--- src/rtl/fixed_pool_free_list_defines.svh ---
// Assertion helpers for the pool free list
`ifndef FIXED_POOL_FREE_LIST_DEFINES_SVH
`define FIXED_POOL_FREE_LIST_DEFINES_SVH

`ifndef SYNTHESIS

`define FPFL_ASSERT(lbl, prop, msg) \
  lbl: assert property (@(posedge clk) disable iff (!rst_n) prop) else $error(msg);

`define FPFL_ASSERT_NEXT(lbl, pre, post, msg) \
  lbl: assert property (@(posedge clk) disable iff (!rst_n) (pre) |=> (post)) else $error(msg);

`else

`define FPFL_ASSERT(lbl, prop, msg)

`define FPFL_ASSERT_NEXT(lbl, pre, post, msg)

`endif

`endif

--- src/rtl/fpfl_pkg.sv ---
package fpfl_pkg;

  localparam int MAX_SLOTS   = 256;
  localparam int ALIGN_BYTES = 16;
  localparam int ELEM_LIMIT  = 4096;

  localparam int SLOT_W   = $clog2(MAX_SLOTS);
  localparam int LINK_W   = SLOT_W + 1;
  localparam int COUNT_W  = 9;
  localparam int ELEM_W   = 13;
  localparam int STRIDE_W = 13;
  localparam int OFFS_W   = 20;
  localparam int CFG_W    = 13;

  localparam logic [LINK_W-1:0] NULL_LINK = LINK_W'(MAX_SLOTS);

  localparam logic [0:0] CFG_SLOT_COUNT    = 1'b0;
  localparam logic [0:0] CFG_ELEMENT_BYTES = 1'b1;

  typedef enum logic [0:0] {
    CMD_ALLOC = 1'b0,
    CMD_FREE  = 1'b1
  } cmd_t;

  typedef enum logic [1:0] {
    ST_ALLOCATED = 2'd0,
    ST_EMPTY     = 2'd1,
    ST_FREED     = 2'd2,
    ST_NULL_FREE = 2'd3
  } status_t;

  typedef enum logic [0:0] {
    S_IDLE     = 1'b0,
    S_ALLOC_RD = 1'b1
  } state_t;

  typedef struct packed {
    cmd_t               cmd;
    logic [COUNT_W-1:0] free_slot;
  } in_word_t;

  typedef struct packed {
    status_t           status;
    logic [SLOT_W-1:0] slot_index;
    logic [OFFS_W-1:0] slot_offset;
  } out_word_t;

endpackage

--- src/rtl/fixed_pool_free_list.sv ---
// Free word or rejected command: result strobed in the cycle after acceptance.
// Successful allocate: link memory read in S_ALLOC_RD, then the registered result.
// busy is high for the read cycle of an allocate; a free issues every cycle.
// Synchronous active-low reset; the receiver cannot stall the result port.
// Reset and any config write relink all slots at once through per-slot valid
// flags; no clearing pass is needed.
module fixed_pool_free_list (
  input  logic                            clk,
  input  logic                            rst_n,
  input  logic                            start,
  output logic                            busy,
  input  fpfl_pkg::in_word_t              in_word,
  output logic                            out_valid,
  output fpfl_pkg::out_word_t             out_word,
  input  logic                            cfg_we,
  input  logic [0:0]                      cfg_addr,
  input  logic [fpfl_pkg::CFG_W-1:0]      cfg_wdata
);

`include "fixed_pool_free_list_defines.svh"

  localparam int SLOT_W = fpfl_pkg::SLOT_W;
  localparam int LINK_W = fpfl_pkg::LINK_W;
  localparam int PROD_W = SLOT_W + fpfl_pkg::STRIDE_W;

  fpfl_pkg::state_t                     state_r, state_nxt;
  logic [LINK_W-1:0]                    head_r, head_nxt;
  logic [fpfl_pkg::MAX_SLOTS-1:0]       valid_r, valid_nxt;
  logic [fpfl_pkg::COUNT_W-1:0]         slot_count_r;
  logic [fpfl_pkg::STRIDE_W-1:0]        stride_r;
  logic                                 out_valid_r, out_valid_nxt;
  fpfl_pkg::out_word_t                  out_word_r, out_word_nxt;

  logic [LINK_W-1:0] mem [fpfl_pkg::MAX_SLOTS];
  logic              mem_we;
  logic [SLOT_W-1:0] mem_waddr;
  logic [LINK_W-1:0] mem_wdata;
  logic              rd_en;
  logic [LINK_W-1:0] rd_data_r;
  logic              rd_vld_r;

  logic                          accept;
  logic [LINK_W-1:0]             dflt_link;
  logic [LINK_W-1:0]             link;
  logic [PROD_W-1:0]             prod;
  logic [fpfl_pkg::COUNT_W-1:0]  sc_clamp;
  logic [fpfl_pkg::ELEM_W-1:0]   eb_clamp;
  logic [fpfl_pkg::ELEM_W:0]     eb_round;

  assign accept = start && (state_r == fpfl_pkg::S_IDLE);
  assign busy   = (state_r != fpfl_pkg::S_IDLE);

  // link of a never-written entry: next slot in order, or null at the end
  assign dflt_link = ((head_r + LINK_W'(1)) < LINK_W'(slot_count_r)) ?
                     (head_r + LINK_W'(1)) : fpfl_pkg::NULL_LINK;
  assign link = rd_vld_r ? rd_data_r : dflt_link;
  assign prod = PROD_W'(head_r[SLOT_W-1:0]) * PROD_W'(stride_r);

  always_comb begin
    sc_clamp = cfg_wdata[fpfl_pkg::COUNT_W-1:0];
    if (sc_clamp == '0) begin
      sc_clamp = fpfl_pkg::COUNT_W'(1);
    end else if (sc_clamp > fpfl_pkg::COUNT_W'(fpfl_pkg::MAX_SLOTS)) begin
      sc_clamp = fpfl_pkg::COUNT_W'(fpfl_pkg::MAX_SLOTS);
    end
    eb_clamp = cfg_wdata[fpfl_pkg::ELEM_W-1:0];
    if (eb_clamp == '0) begin
      eb_clamp = fpfl_pkg::ELEM_W'(1);
    end else if (eb_clamp > fpfl_pkg::ELEM_W'(fpfl_pkg::ELEM_LIMIT)) begin
      eb_clamp = fpfl_pkg::ELEM_W'(fpfl_pkg::ELEM_LIMIT);
    end
    // round up to the alignment, a power of two
    eb_round = ((fpfl_pkg::ELEM_W+1)'(eb_clamp) +
                (fpfl_pkg::ELEM_W+1)'(fpfl_pkg::ALIGN_BYTES - 1)) &
               ~((fpfl_pkg::ELEM_W+1)'(fpfl_pkg::ALIGN_BYTES - 1));
  end

  always_comb begin
    state_nxt     = state_r;
    head_nxt      = head_r;
    valid_nxt     = valid_r;
    out_valid_nxt = 1'b0;
    out_word_nxt  = out_word_r;
    mem_we        = 1'b0;
    mem_waddr     = in_word.free_slot[SLOT_W-1:0];
    mem_wdata     = head_r;
    rd_en         = 1'b0;
    case (state_r)
      fpfl_pkg::S_IDLE: begin
        if (accept) begin
          if (in_word.cmd == fpfl_pkg::CMD_ALLOC) begin
            if (head_r < LINK_W'(slot_count_r)) begin
              rd_en     = 1'b1;
              state_nxt = fpfl_pkg::S_ALLOC_RD;
            end else begin
              out_valid_nxt = 1'b1;
              out_word_nxt  = '{fpfl_pkg::ST_EMPTY, '0, '0};
            end
          end else begin
            out_valid_nxt = 1'b1;
            if (in_word.free_slot < slot_count_r) begin
              mem_we                                  = 1'b1;
              valid_nxt[in_word.free_slot[SLOT_W-1:0]] = 1'b1;
              head_nxt                                = LINK_W'(in_word.free_slot);
              out_word_nxt = '{fpfl_pkg::ST_FREED, '0, '0};
            end else begin
              out_word_nxt = '{fpfl_pkg::ST_NULL_FREE, '0, '0};
            end
          end
        end
      end
      fpfl_pkg::S_ALLOC_RD: begin
        head_nxt      = link;
        out_valid_nxt = 1'b1;
        out_word_nxt  = '{fpfl_pkg::ST_ALLOCATED, head_r[SLOT_W-1:0],
                          prod[fpfl_pkg::OFFS_W-1:0]};
        state_nxt     = fpfl_pkg::S_IDLE;
      end
      default: begin
        state_nxt = fpfl_pkg::S_IDLE;
      end
    endcase
    if (cfg_we) begin
      valid_nxt = '0;
      head_nxt  = '0;
    end
  end

  always_ff @(posedge clk) begin
    if (!rst_n) begin
      state_r      <= fpfl_pkg::S_IDLE;
      head_r       <= '0;
      valid_r      <= '0;
      out_valid_r  <= 1'b0;
      slot_count_r <= fpfl_pkg::COUNT_W'(fpfl_pkg::MAX_SLOTS);
      stride_r     <= fpfl_pkg::STRIDE_W'(16);
    end else begin
      state_r     <= state_nxt;
      head_r      <= head_nxt;
      valid_r     <= valid_nxt;
      out_valid_r <= out_valid_nxt;
      if (cfg_we) begin
        case (cfg_addr)
          fpfl_pkg::CFG_SLOT_COUNT: begin
            slot_count_r <= sc_clamp;
          end
          fpfl_pkg::CFG_ELEMENT_BYTES: begin
            stride_r <= eb_round[fpfl_pkg::STRIDE_W-1:0];
          end
          default: begin
          end
        endcase
      end
    end
  end

  always_ff @(posedge clk) begin
    out_word_r <= out_word_nxt;
    if (mem_we) begin
      mem[mem_waddr] <= mem_wdata;
    end
    if (rd_en) begin
      rd_data_r <= mem[head_r[SLOT_W-1:0]];
      rd_vld_r  <= valid_r[head_r[SLOT_W-1:0]];
    end
  end

  assign out_valid = out_valid_r;
  assign out_word  = out_word_r;

  `FPFL_ASSERT_NEXT(a_alloc_reads,
    accept && (in_word.cmd == fpfl_pkg::CMD_ALLOC) &&
    (head_r < LINK_W'(slot_count_r)) && !cfg_we,
    state_r == fpfl_pkg::S_ALLOC_RD, "allocate did not enter read cycle")
  `FPFL_ASSERT_NEXT(a_read_answers, state_r == fpfl_pkg::S_ALLOC_RD,
    out_valid_r && (out_word_r.status == fpfl_pkg::ST_ALLOCATED),
    "read cycle gave no allocation")
  `FPFL_ASSERT(a_index_in_pool,
    (out_valid_r && (out_word_r.status == fpfl_pkg::ST_ALLOCATED)) |->
    (fpfl_pkg::COUNT_W'(out_word_r.slot_index) < slot_count_r),
    "allocated slot outside pool")

endmodule

--- config.mk ---
export PLATFORM = sky130hd
export DESIGN_NAME = fixed_pool_free_list
export DESIGN_NICKNAME = d
export VERILOG_FILES = /design/src/rtl/fpfl_pkg.sv /design/src/rtl/fixed_pool_free_list.sv
export VERILOG_INCLUDE_DIRS = /design/src /design/src/rtl
export SDC_FILE = /design/constraint.sdc
export NUM_CORES = 2
export LEC_CHECK = 0
export BUFFER_PORTS_ARGS = -buffer_cell sky130_fd_sc_hd__buf_2
export CAP_MARGIN = 20
export CORE_ASPECT_RATIO = 1.25
export CORE_MARGIN = 8
export CORE_UTILIZATION = 55
export DETAILED_ROUTE_END_ITERATION = 6
export GPL_ROUTABILITY_DRIVEN = 0
export HOLD_SLACK_MARGIN = 0.12
export PLACE_DENSITY = 0.73
export REMOVE_ABC_BUFFERS = 1
export SLEW_MARGIN = 10
export SYNTH_ARGS = -nofsm -noshare
export SYNTH_HDL_FRONTEND = slang
export SYNTH_SLANG_ARGS = --single-unit
--- constraint.sdc ---
create_clock -name clk -period 8.95 [get_ports clk]
set_clock_uncertainty 0.2 [all_clocks]
set_input_delay 0.4475 -clock clk [delete_from_list [all_inputs] [get_ports clk]]
set_output_delay 0.4475 -clock clk [all_outputs]
set_load 0.05 [all_outputs]
==> metrics.log <==
[metrics] power density over the cells: 210 mW/mm^2
[metrics] CTS H-Tree Depth: 4
[metrics] cell count after synthesis: 5440
[metrics] CP endpoint kind: register
[metrics] combined global-route utilization of all metal layers: 0.250
[metrics] quantity of I/O buffers inserted on ports: 55
[metrics] share of flip-flops with an asynchronous set or reset: 0
[metrics] critical path peak fanout: 79
[metrics] core area: 0.188 mm^2
[metrics] count of warnings emitted by yosys: 0
[metrics] mean cell area of the mapped netlist: 19.1 um^2
[metrics] fraction of layout instances using a drive strength above 1: 0.213
[metrics] net count of the finished layout: 5699
[metrics] width of the die: 405 um
[metrics] post-CTS clock slew at the launch and capture registers of the worst setup and hold paths: 0.07 ns
[metrics] actual transition at the worst max-transition pin: 1.20 ns
[metrics] antenna violations before repair: 12
[metrics] die area: 0.203 mm^2
[metrics] type of element launching the critical path: register
[metrics] path type of the worst min-delay path: primary input to register
[metrics] part of the Yosys area used for sequential elements: 0.730
[metrics] maximum clock frequency: 183 MHz
[metrics] Total Routed Length: 256000 um
[metrics] Yosys top cell area share: 0.675
[metrics] I/O pin cnt: 60
[metrics] final critical-path share of the clock period: 0.609
[metrics] cell row count: 178
[metrics] unrepaired setup endpoints after global routing: false
[metrics] Yosys reg bits: 2625
[metrics] TritonCTS clock tree: built
[metrics] number of buffers added by the clock tree synthesis step: 228
[metrics] synthesized area: 0.104 mm^2
[metrics] worst relative slew slack: 0.197
[metrics] Chip Height: 502 um
[metrics] Critical Path RT: 9.35 ns
[metrics] cell taking the most area after synthesis: edfxtp_1
[metrics] fin crit period: 5.45 ns
[metrics] detail-routed via count per cell: 6.47
[metrics] number of clock sinks: 2625
[metrics] effective utilization at floorplan: 0.553
[metrics] violation count after the first detailed-routing iteration: 6649
[metrics] number of iterations in the first detailed-routing pass: 6
[metrics] first-pass GRT wire length: 372000 um
[metrics] leakage dissipation: 33.0 nW
[metrics] final count of pins violating max slew: 0
[metrics] Crit path arrival time: 5.85 ns
[metrics] worst slack on hold paths: 0.244 ns
[metrics] synth top area cells: edfxtp_1, mux4_2, dfxtp_1
[metrics] number of filler instances in the final layout: 12900
[metrics] WL per Instance: 30.8 um
[metrics] clock root buffer master: clkbuf_16
[metrics] count of flip-flops with a built-in enable after synthesis: 2340
[metrics] number of global-route vias before repair: 53400
[metrics] Hold Fails Final Rpt: 0
[metrics] status: finished clean
[metrics] DR DRC count: 0
[metrics] count of different cell masters after synthesis: 62
[metrics] total overflow reported by the global router: 0
[metrics] final cell utilization of the core: 0.611
[metrics] VDD IR-drop max: 0.171 mV
[metrics] maximum count of clock buffers along a single path: 3
[metrics] maximum number of pins on one net before global-route repair: 234
[metrics] via total after detailed routing: 53600
[metrics] post-detailed-placement half-perimeter wirelength: 155000 um
[metrics] worst skew pair latency: 0.88 ns
[metrics] area added between synthesis and finish: 10.5%
[metrics] critical setup path kind: register to register
[metrics] Routed Antenna Nets: 0
[metrics] setup TNS after final layout: 0 ns
[metrics] final setup violation count: 0
[metrics] Max-cap violations: 0
[metrics] Most used DFF post-synth: edfxtp_1
-- state kept, by name, summed over array words and instances, names as in the netlist, 9 cells and up --
register and flops:
valid_r 256, slot_count_r 9, rd_data_r 9, out_word 26
mem 2304, stride_r 9, head_r 9
-- critical path: stages, from the launching register on --
cell,delay [ns]
dfxtp_4,0.91
nand2_1,0.17
fa_1,0.53
fa_1,0.56
inv_1,0.05
fa_1,0.48
inv_1,0.05
fa_1,0.47
inv_1,0.04
ha_1,0.22
a2111oi_0,0.77
nor3_1,0.18
o31ai_1,0.33
xnor2_1,0.15
nor2_1,0.05
-- layout by cell type (no fill, tap or decap), types with 20 or more instances in the layout --
| cell type | n |
|---|---|
| nand2b_1 | 29 |
| clkbuf_16 | 234 |
| nand2_1 | 219 |
| buf_4 | 120 |
| a22o_1 | 20 |
| dlygate4sd3_1 | 38 |
| mux4_2 | 672 |
| fa_1 | 41 |
| ha_1 | 60 |
| buf_2 | 55 |
| mux2i_1 | 120 |
| o21a_1 | 100 |
| o221ai_1 | 51 |
| clkinv_2 | 38 |
| and2_1 | 76 |
| dfxtp_1 | 276 |
| nand3_1 | 57 |
| edfxtp_1 | 2340 |
| a22oi_1 | 91 |
| nor2_1 | 370 |
| clkinv_1 | 49 |
| a21oi_1 | 119 |
| o21ai_0 | 143 |
| a211oi_1 | 30 |
| inv_1 | 69 |
| nor3_1 | 24 |
| clkbuf_1 | 52 |
-- stage by stage --
step / cells / setup slack [ns] / instance area, um^2 / total power [mW]
after floorplan: 5109 / -28.33 / 102000 / 14.9
after global placement: 7788 / 3.60 / 107000 / 14.6
after detailed placement: 7797 / 3.53 / 107000 / 14.7
after CTS: 8263 / 3.55 / 115000 / 24.3
after global routing: 8290 / 3.37 / 115000 / 24.8
final: 8295 / 3.50 / 115000 / 24.2
-- path summary, 6_finish.rpt --
| path | start | to | slack [ns] | cells after the start |
|---|---|---|---|---|
| worst min-delay path | in_word[5] | valid_r[252] | 0.24 | 4 |
| worst max-delay path | head_r[3] | out_word[18] | 3.50 | 14 |
| worst max register to register | head_r[3] | out_word[18] | 3.50 | 14 |
| worst min register to register | valid_r[188] | valid_r[188] | 0.25 | 2 |
-- synthesized netlist by cell type, types with 20 or more instances --
master / count
mux4_2: 672
edfxtp_1: 2340
clkbuf_1: 189
a22oi_1: 91
nand2_1: 225
nand2b_1: 29
buf_6: 20
a211oi_1: 30
fa_1: 41
buf_4: 44
nor3_1: 24
dfxtp_1: 285
o21ai_0: 143
and2_1: 76
ha_1: 60
o221ai_1: 51
buf_2: 51
inv_1: 69
mux2i_1: 120
a22o_1: 20
nand3_1: 59
o21a_1: 100
a21oi_1: 119
buf_1: 27
nor2_1: 374
-- logic make-up (layout without fill, tap and decap cells) --
logic type,Yosys count,count (layout),share of synthesized area
other,1,11,0.0000360
flip-flops,2625,2625,0.730
XOR/XNOR,27,27,0.00227
AO/OA/AOI/OAI,635,635,0.0406
AND/OR/NAND/NOR,854,854,0.0361
multiplexers,793,793,0.157
adder cells (fa/ha/maj),101,101,0.0151
buffers and inverters,404,729,0.0185
-- routing by layer --
| layer | global-route usage | share of wire | up-vias |
|---|---|---|---|
| li1 | - | - | 22200 |
| met1 | 0.334 | 0.37 | 28000 |
| met2 | 0.392 | 0.47 | 2779 |
| met3 | 0.0493 | 0.091 | 593 |
| met4 | 0.132 | 0.062 | 14 |
| met5 | 0 | 0.00040 | - |
-- layout make-up --
class	instances	area, um^2	area share
Clock inverter	131	1210	0.0106
Clock buffer	297	6200	0.0539
Tap cell	2520	3150	0.0274
Timing Repair Buffer	231	1890	0.0164
Antenna cell	7	17.5	0.000152
Multi-Input combinational cell	2414	26300	0.228
Sequential cell	2625	76000	0.661
Inverter	70	263	0.00228
-- power by group --
part	total, mW	switching (mW)	internal, mW
combinational	1.03	0.701	0.332
clock	9.77	4.39	5.38
sequential	13.4	0.0515	13.3
-- repair_timing --
item	in CTS	in global routing
gates resized for setup	0	0
hold endpoints to repair	72	0
setup buffers	0	0
hold buffers	38	0
Power figures use the tool's default switching activity.
